===== src/rtl/leased_resource_admission_defines.svh =====
// ----------------------------------------------------------------------------
// Leased resource admission assertion macros
// Shared assertion forms for the admission control modules.
// ----------------------------------------------------------------------------
`ifndef LEASED_RESOURCE_ADMISSION_DEFINES_SVH
`define LEASED_RESOURCE_ADMISSION_DEFINES_SVH

// A condition that implies a consequence on the same edge.
`define LRA_ASSERT_IMPLY(label, clk, rst, ante, cons) \
  label: assert property (@(posedge clk) disable iff (rst) (ante) |-> (cons)) \
    else $error("assertion failed");

// A condition that implies a consequence on the next edge.
`define LRA_ASSERT_NEXT(label, clk, rst, ante, cons) \
  label: assert property (@(posedge clk) disable iff (rst) (ante) |=> (cons)) \
    else $error("assertion failed");

`endif


===== src/rtl/lra_pkg.sv =====
// ----------------------------------------------------------------------------
// Leased resource admission package
// Item types, status codes and register indexes.
// ----------------------------------------------------------------------------
package lra_pkg;

  localparam logic [1:0] ST_GRANT  = 2'd0;
  localparam logic [1:0] ST_REFUSE = 2'd1;
  localparam logic [1:0] ST_FULL   = 2'd2;

  localparam logic [0:0] REG_TOTAL_CAPACITY = 1'd0;
  localparam logic [0:0] REG_LEASE_TICKS    = 1'd1;

  localparam logic [31:0] CAP_RESET   = 32'd65536;
  localparam logic [15:0] LEASE_RESET = 16'd1000;

  typedef struct packed {
    logic        mode;
    logic [31:0] client_key;
    logic [31:0] amount;
  } req_t;

  typedef struct packed {
    logic [1:0]  status;
    logic [31:0] held_amount;
    logic [31:0] remaining;
  } resp_t;

  typedef struct packed {
    logic [31:0] key;
    logic [31:0] held;
    logic [15:0] age;
  } entry_t;

endpackage


===== src/rtl/leased_resource_admission.sv =====
// ----------------------------------------------------------------------------
// Leased resource admission
// Admission control for a shared pool with leased client entries.
//
// Channel   Ports                          Handshake
// request   start, busy, req               start high while busy low
// result    done, resp                     done high for one cycle
// config    cfg_we, cfg_index, cfg_data    cfg_we high
//
// A request keeps busy high through its table scan and, unless the table
// is full, the slot update; a tick keeps busy high through its own scan
// and gives no result. The single memory read port reads one entry per cycle.
// A request first scans for its key, then, unless the table is full, reads and writes the chosen slot.
// The result strobe comes in the same cycle that busy falls.
// Reset is synchronous and clears valid bits; the result cannot be stalled.
// ----------------------------------------------------------------------------
`include "leased_resource_admission_defines.svh"

module leased_resource_admission #(
  parameter int CLIENTS = 32
) (
  input  logic           clk,
  input  logic           rst,
  input  logic           start,
  output logic           busy,
  input  lra_pkg::req_t  req,
  output logic           done,
  output lra_pkg::resp_t resp,
  input  logic           cfg_we,
  input  logic [0:0]     cfg_index,
  input  logic [31:0]    cfg_data
);

  localparam int AW = (CLIENTS > 1) ? $clog2(CLIENTS) : 1;
  localparam logic [AW:0] LAST = (AW+1)'(CLIENTS - 1);

  typedef enum logic [2:0] {S_IDLE, S_SCAN, S_READ, S_WAIT, S_DECIDE, S_TICK}
    state_t;

  state_t          state;
  lra_pkg::req_t   cur;
  logic [AW:0]     idx;
  logic [AW:0]     ridx;
  logic            rd_vld;
  logic [AW-1:0]   slot;
  logic            found;
  logic            have_free;
  logic [AW-1:0]   free_idx;
  logic [CLIENTS-1:0] valid;
  logic [31:0]     pool;
  logic [15:0]     lease;

  logic [AW-1:0]   rd_addr;
  lra_pkg::entry_t rd_data;
  logic            wr_en;
  logic [AW-1:0]   wr_addr;
  lra_pkg::entry_t wr_data;

  logic [32:0]     avail;
  logic [32:0]     sum;
  logic [15:0]     age_inc;
  logic            expire;
  logic [15:0]     lease_eff;
  logic [AW-1:0]   ridx_a;

  lra_table #(.CLIENTS(CLIENTS), .AW(AW)) u_table (
    .clk     (clk),
    .rd_addr (rd_addr),
    .rd_data (rd_data),
    .wr_en   (wr_en),
    .wr_addr (wr_addr),
    .wr_data (wr_data)
  );

  assign busy = (state != S_IDLE);
  assign ridx_a = ridx[AW-1:0];
  assign lease_eff = (lease == 16'd0) ? 16'd1 : lease;
  assign age_inc = rd_data.age + 16'd1;
  assign expire = (age_inc >= lease_eff) || (age_inc == 16'd0);
  assign avail = {1'b0, pool} + (found ? {1'b0, rd_data.held} : 33'd0);
  assign sum = {1'b0, pool} + {1'b0, rd_data.held};

  always_comb begin
    rd_addr = idx[AW-1:0];
    if (state == S_READ || state == S_WAIT) begin
      rd_addr = slot;
    end
  end

  always_comb begin
    wr_en = 1'b0;
    wr_addr = slot;
    wr_data = rd_data;
    if (state == S_DECIDE) begin
      wr_en = 1'b1;
      wr_data.key = cur.client_key;
      wr_data.age = 16'd0;
      if (!found) begin
        wr_data.held = 32'd0;
      end
      if ({1'b0, cur.amount} <= avail) begin
        wr_data.held = cur.amount;
      end
    end else if (state == S_TICK && rd_vld && valid[ridx_a]) begin
      wr_en = 1'b1;
      wr_addr = ridx_a;
      wr_data.age = age_inc;
    end
  end

  always_ff @(posedge clk) begin
    if (rst) begin
      state <= S_IDLE;
      valid <= '0;
      pool <= lra_pkg::CAP_RESET;
      lease <= lra_pkg::LEASE_RESET;
      done <= 1'b0;
      rd_vld <= 1'b0;
    end else begin
      done <= 1'b0;
      if (cfg_we) begin
        case (cfg_index)
          lra_pkg::REG_TOTAL_CAPACITY: pool <= cfg_data;
          lra_pkg::REG_LEASE_TICKS: lease <= cfg_data[15:0];
          default: ;
        endcase
      end
      case (state)
        S_IDLE: begin
          if (start) begin
            cur <= req;
            idx <= '0;
            rd_vld <= 1'b0;
            found <= 1'b0;
            have_free <= 1'b0;
            state <= req.mode ? S_TICK : S_SCAN;
          end
        end
        S_SCAN: begin
          if (rd_vld && !found && valid[ridx_a] && rd_data.key == cur.client_key) begin
            found <= 1'b1;
            slot <= ridx_a;
          end
          if (rd_vld && !have_free && !valid[ridx_a]) begin
            have_free <= 1'b1;
            free_idx <= ridx_a;
          end
          ridx <= idx;
          rd_vld <= (idx <= LAST);
          if (idx <= LAST) begin
            idx <= idx + 1'b1;
          end
          if (rd_vld && ridx == LAST) begin
            state <= S_READ;
          end
        end
        S_READ: begin
          if (!found) begin
            if (have_free) begin
              slot <= free_idx;
              state <= S_WAIT;
            end else begin
              resp <= '{lra_pkg::ST_FULL, 32'd0, pool};
              done <= 1'b1;
              state <= S_IDLE;
            end
          end else begin
            state <= S_WAIT;
          end
        end
        S_WAIT: begin
          state <= S_DECIDE;
        end
        S_DECIDE: begin
          valid[slot] <= 1'b1;
          done <= 1'b1;
          if ({1'b0, cur.amount} <= avail) begin
            if (avail - {1'b0, cur.amount} > 33'h0_FFFF_FFFF) begin
              pool <= 32'hFFFF_FFFF;
            end else begin
              pool <= 32'(avail - {1'b0, cur.amount});
            end
            resp <= '{lra_pkg::ST_GRANT, cur.amount,
                      32'(avail - {1'b0, cur.amount}) |
                      {32{(avail - {1'b0, cur.amount}) > 33'h0_FFFF_FFFF}}};
          end else begin
            resp <= '{lra_pkg::ST_REFUSE, found ? rd_data.held : 32'd0, pool};
          end
          state <= S_IDLE;
        end
        S_TICK: begin
          if (rd_vld && valid[ridx_a] && expire) begin
            valid[ridx_a] <= 1'b0;
            pool <= sum[32] ? 32'hFFFF_FFFF : sum[31:0];
          end
          ridx <= idx;
          rd_vld <= (idx <= LAST);
          if (idx <= LAST) begin
            idx <= idx + 1'b1;
          end
          if (rd_vld && ridx == LAST) begin
            state <= S_IDLE;
          end
        end
        default: state <= S_IDLE;
      endcase
    end
  end

  `LRA_ASSERT_NEXT(a_start_busy, clk, rst, start && !busy, busy)
  `LRA_ASSERT_IMPLY(a_done_idle, clk, rst, done, state == S_IDLE)
  `LRA_ASSERT_IMPLY(a_write_phase, clk, rst, wr_en, state == S_DECIDE || state == S_TICK)
  `LRA_ASSERT_NEXT(a_decide_done, clk, rst, state == S_DECIDE, done)

endmodule


===== src/rtl/lra_table.sv =====
// ----------------------------------------------------------------------------
// Leased resource admission client table
// Synchronous memory of key, held amount and lease age, one read port with
// registered data and one write port.
// ----------------------------------------------------------------------------
module lra_table #(
  parameter int CLIENTS = 32,
  parameter int AW = 5
) (
  input  logic             clk,
  input  logic [AW-1:0]    rd_addr,
  output lra_pkg::entry_t  rd_data,
  input  logic             wr_en,
  input  logic [AW-1:0]    wr_addr,
  input  lra_pkg::entry_t  wr_data
);

  lra_pkg::entry_t mem [CLIENTS];

  always_ff @(posedge clk) begin
    if (wr_en) begin
      mem[wr_addr] <= wr_data;
    end
    rd_data <= mem[rd_addr];
  end

endmodule


===== config.mk =====
export PLATFORM = sky130hd
export DESIGN_NAME = leased_resource_admission
export DESIGN_NICKNAME = d
export VERILOG_FILES = /design/src/rtl/lra_pkg.sv /design/src/rtl/leased_resource_admission.sv /design/src/rtl/lra_table.sv
export VERILOG_INCLUDE_DIRS = /design/src /design/src/rtl
export SDC_FILE = /design/constraint.sdc
export NUM_CORES = 2
export LEC_CHECK = 0
export BUFFER_PORTS_ARGS = -buffer_cell sky130_fd_sc_hd__buf_2
export CAP_MARGIN = 30
export CORE_MARGIN = 2
export CORE_UTILIZATION = 35
export CTS_BUF_LIST = sky130_fd_sc_hd__clkbuf_4 sky130_fd_sc_hd__clkbuf_8
export CTS_CLUSTER_SIZE = 25
export DETAILED_ROUTE_END_ITERATION = 7
export GPL_TIMING_DRIVEN = 0
export PLACE_DENSITY = 0.53
export REMOVE_ABC_BUFFERS = 1
export SYNTH_ARGS = -nofsm -noshare
export SYNTH_HDL_FRONTEND = slang
export SYNTH_SLANG_ARGS = --single-unit

===== constraint.sdc =====
create_clock -name clk -period 19 [get_ports clk]
set_input_delay 1.9 -clock clk [delete_from_list [all_inputs] [get_ports clk]]
set_output_delay 1.9 -clock clk [all_outputs]
set_load 0.02 [all_outputs]

==> metrics.md <==
| Metric | Value |
|---|---|
| Netlist cell types | `84` |
| Final Critical Period | `9.303 ns` |
| Nets | `7,665` |
| Critical R2R Capture | `u_table.mem[10][36]` |
| Multi-input logic area | `0.03081 sq mm` |
| Setup violators final | `0` |
| Die area | `0.3387 sq mm` |
| Synth top area cells | `edfxtp_1 70%, mux4_2 12%, nand2_1 3.2%, dfxtp_1 2.8%, nand3_1 2.0%` |
| CP required | `19.67 ns` |
| Cell area after layout | `0.1394 sq mm` |
| Post-DRT Antenna Nets | `0` |
| Remaining Overflow, GRT | `0` |
| Most used cell, CP | `a21oi_1` |
| Fillers | `29.44k` |
| Share of cells above drive strength 1 | `0.2559` |
| F_max | `107.5 MHz` |
| DR iter-0 viols | `8,428` |
| Area share of the largest cell type after synthesis | `0.6970` |
| Core ar. | `0.3329 sq mm` |
| Post-synth ARST share | `0` |
| Crit path DAT | `9.98 ns` |
| Vias in the first global route | `68.12k` |
| # rows | `212` |
| Final Max Slew Viols | `0` |
| Worst reg2reg path depth | `25` |
| Reg clk slew, reported paths | `0.07 ns` |
| Post-Syn Area per Cell | `17.12 sq um` |
| Clk_skew | `0.06817 ns` |
| Final Hold Fails | `0` |
| Cell count after placement | `11.37k` |
| Post-DP HPWL | `228,800 um` |
| Status | `complete, no violations` |
| Commonest non-fill, non-tap cell in the layout | `edfxtp_1` |
| Worst r2r src | `found` |
| Non-filler cells, final | `12.20k` |
| Area growth, synth to finish | `19.24%` |
| Flops & latches, synth | `2,879` |
| Post-CTS sizing | `0` |
| Mapped Cells | `6,829` |
| Max_slew headroom | `0.2538` |
| Register area share after synthesis | `0.7252` |
| CTS tree | `yes` |
| P per Cell Area | `123.9 mW/mm^2` |
| Crit. End Element | `flop` |
| Clock Tree Buf Depth | `4` |
| Chip Height | `582.0 um` |
| Ports | `170` |
| Worst setup slack after layout | `9.697 ns` |
| R2R setup slack | `9.70 ns` |
| GPL Wtd Cong | `0.8975` |
| HP Start | `valid[14]` |
| Slew @ Worst Pin | `1.119 ns` |
| Area of placed instances | `0.1302 sq mm` |
| Clock root buffer | `clkbuf_8` |
| RSZ-0062 raised after global routing | `false` |
| Cts hold-fix bufs | `0` |
| PortBufs | `169` |
| Period Utilization, post-route | `0.4896` |
| DP Worst Slack | `9.932 ns` |
| Yosys top cell by area | `edfxtp_1` |
| Power, Total | `17,280 uW` |
| Reg area | `0.08480 sq mm` |
| Count of flip-flops with a built-in enable after synthesis | `2,714` |
| Post-CTS setup buffers | `0` |
| Via/cell ratio | `5.570` |
| Die Wd | `582.0 um` |
| Worst min path class | `flop to flop` |
| Yosys warns | `0` |
| Crit-path slowest cell | `edfxtp_1` |
| Initial antenna violation count | `19` |
| Worst setup startpoint | `found` |
| H-tree depth | `5` |
| Crit Path Category | `flop to flop` |
| Hold Slack | `0.4803 ns` |
| CTS Buf Count | `457` |
| DR DRC count | `0` |
| Clk sink count | `2,879` |
| Routed WL per cell | `29.51 um` |
| DR pass1 iterations | `6` |
| Critical path launch point type | `flop` |
| Worst setup path end | `u_table.mem[10][36]` |
| Highest-count cells in the layout ignoring fill and taps | `2,714 x edfxtp_1, 992 x nand2_1, 640 x mux4_2` |
| CP max stage delay | `1.00 ns` |
| Total wire length | `360,100 um` |
| Leak | `0.04709 uW` |
| First-pass GRT wire length | `505,200 um` |
| Max_cap viols | `0` |
| Ys flop type | `edfxtp_1` |
| Largest net degree at the start of global routing | `84` |
| Max VDD drop | `0.00006122 V` |
| Synth Cell Area | `0.1169 sq mm` |
| DR vias | `67.96k` |
| Clock latency on the worst-skew pair | `1.04 ns` |
| GRT Resource Usage Total | `0.2083` |
| Worst-path fanout max | `32` |
| Initial Util | `0.3512` |
## sequential cells by signal (all words and copies together) (netlist names)
register / flops
u_table.mem: 2560
u_table.rd_data: 80
resp: 66
cur: 64
pool: 32
valid: 32
lease: 16
idx: 6
ridx: 6
free_idx: 5
slot: 5
state: 3
done: 1
found: 1
have_free: 1
rd_vld: 1
## cell type report
| class | instances | area share |
|---|---|---|
| Antenna cell | 3 | 0.00005384 |
| Clock buffer | 660 | 0.05788 |
| Clock inverter | 164 | 0.007403 |
| Inverter | 89 | 0.002432 |
| Multi-Input combinational cell | 3486 | 0.2210 |
| Sequential cell | 2879 | 0.6082 |
| Tap cell | 4387 | 0.03937 |
| Timing Repair Buffer | 533 | 0.06368 |
## layer usage
metal,vias to the layer above,GRT usage,wire length (um)
met2,3059,0.3168,162200
met3,629,0.03517,28040
met4,12,0.06433,10790
met5,-,0,76
li1,28290,-,-
met1,35960,0.3054,159000
## power breakdown
part / internal, uW / leakage [uW] / switching, uW / total (uW)
Clock: 2860 / 0.00482 / 2450 / 5320
Combinational: 1410 / 0.0164 / 2440 / 3850
Sequential: 7890 / 0.0259 / 219 / 8110
## logic make-up (layout without fill, tap and decap cells)
| family | after synthesis | after routing | share of synthesized area |
|---|---|---|---|
| xor gates and xnor gates | 124 | 124 | 0.009288 |
| other | 0 | 3 | 0 |
| AOI/OAI and AO/OA | 713 | 713 | 0.03955 |
| adders and majority gates | 117 | 117 | 0.01271 |
| muxes | 704 | 704 | 0.1288 |
| DFF | 2879 | 2879 | 0.7252 |
| buffers and inverters | 464 | 1446 | 0.01518 |
| and+or+nand+nor | 1828 | 1828 | 0.06920 |
## stage by stage
stage / util / TNS, ns
2_1_floorplan: - / -3518.35
3_3_place_gp: 0.3659 / -
3_5_place_dp: 0.3910 / 0
4_1_cts: 0.4184 / 0
5_1_grt: 0.4188 / 0
6_report: 0.4188 / 0
## critical path, delay by kind of cell, from the launching register on
kind	cells	cell delay, ns
AO/OA/AOI/OAI	13	4.45
AND/OR/NAND/NOR	6	1.84
flip-flops	1	1.00
adder cells (fa/ha/maj)	3	0.99
buffers and inverters	3	0.57
## Yosys cell counts, drive strengths merged (27+ instances only)
library cell,count
a211oi,27
a21o,59
a21oi,168
a22o,62
and2,39
and3,27
buf,121
clkbuf,254
dfxtp,165
edfxtp,2714
ha,114
inv,88
mux2i,57
mux4,640
nand2,994
nand2b,32
nand3,461
nand4,31
nor2,136
nor3,29
o21a,34
o21ai,204
xnor2,68
xor2,56
## worst min-delay path by stage
stage	to	slack, ns	depth (start not counted)
2_1_floorplan	lease[0]	0.43	2
3_3_place_gp	valid[22]	0.46	2
3_5_place_dp	valid[7]	0.47	2
4_1_cts	valid[7]	0.47	2
5_1_grt	valid[14]	0.49	2
6_report	valid[14]	0.48	2
Note: power is estimated with default switching activity, not from simulation.
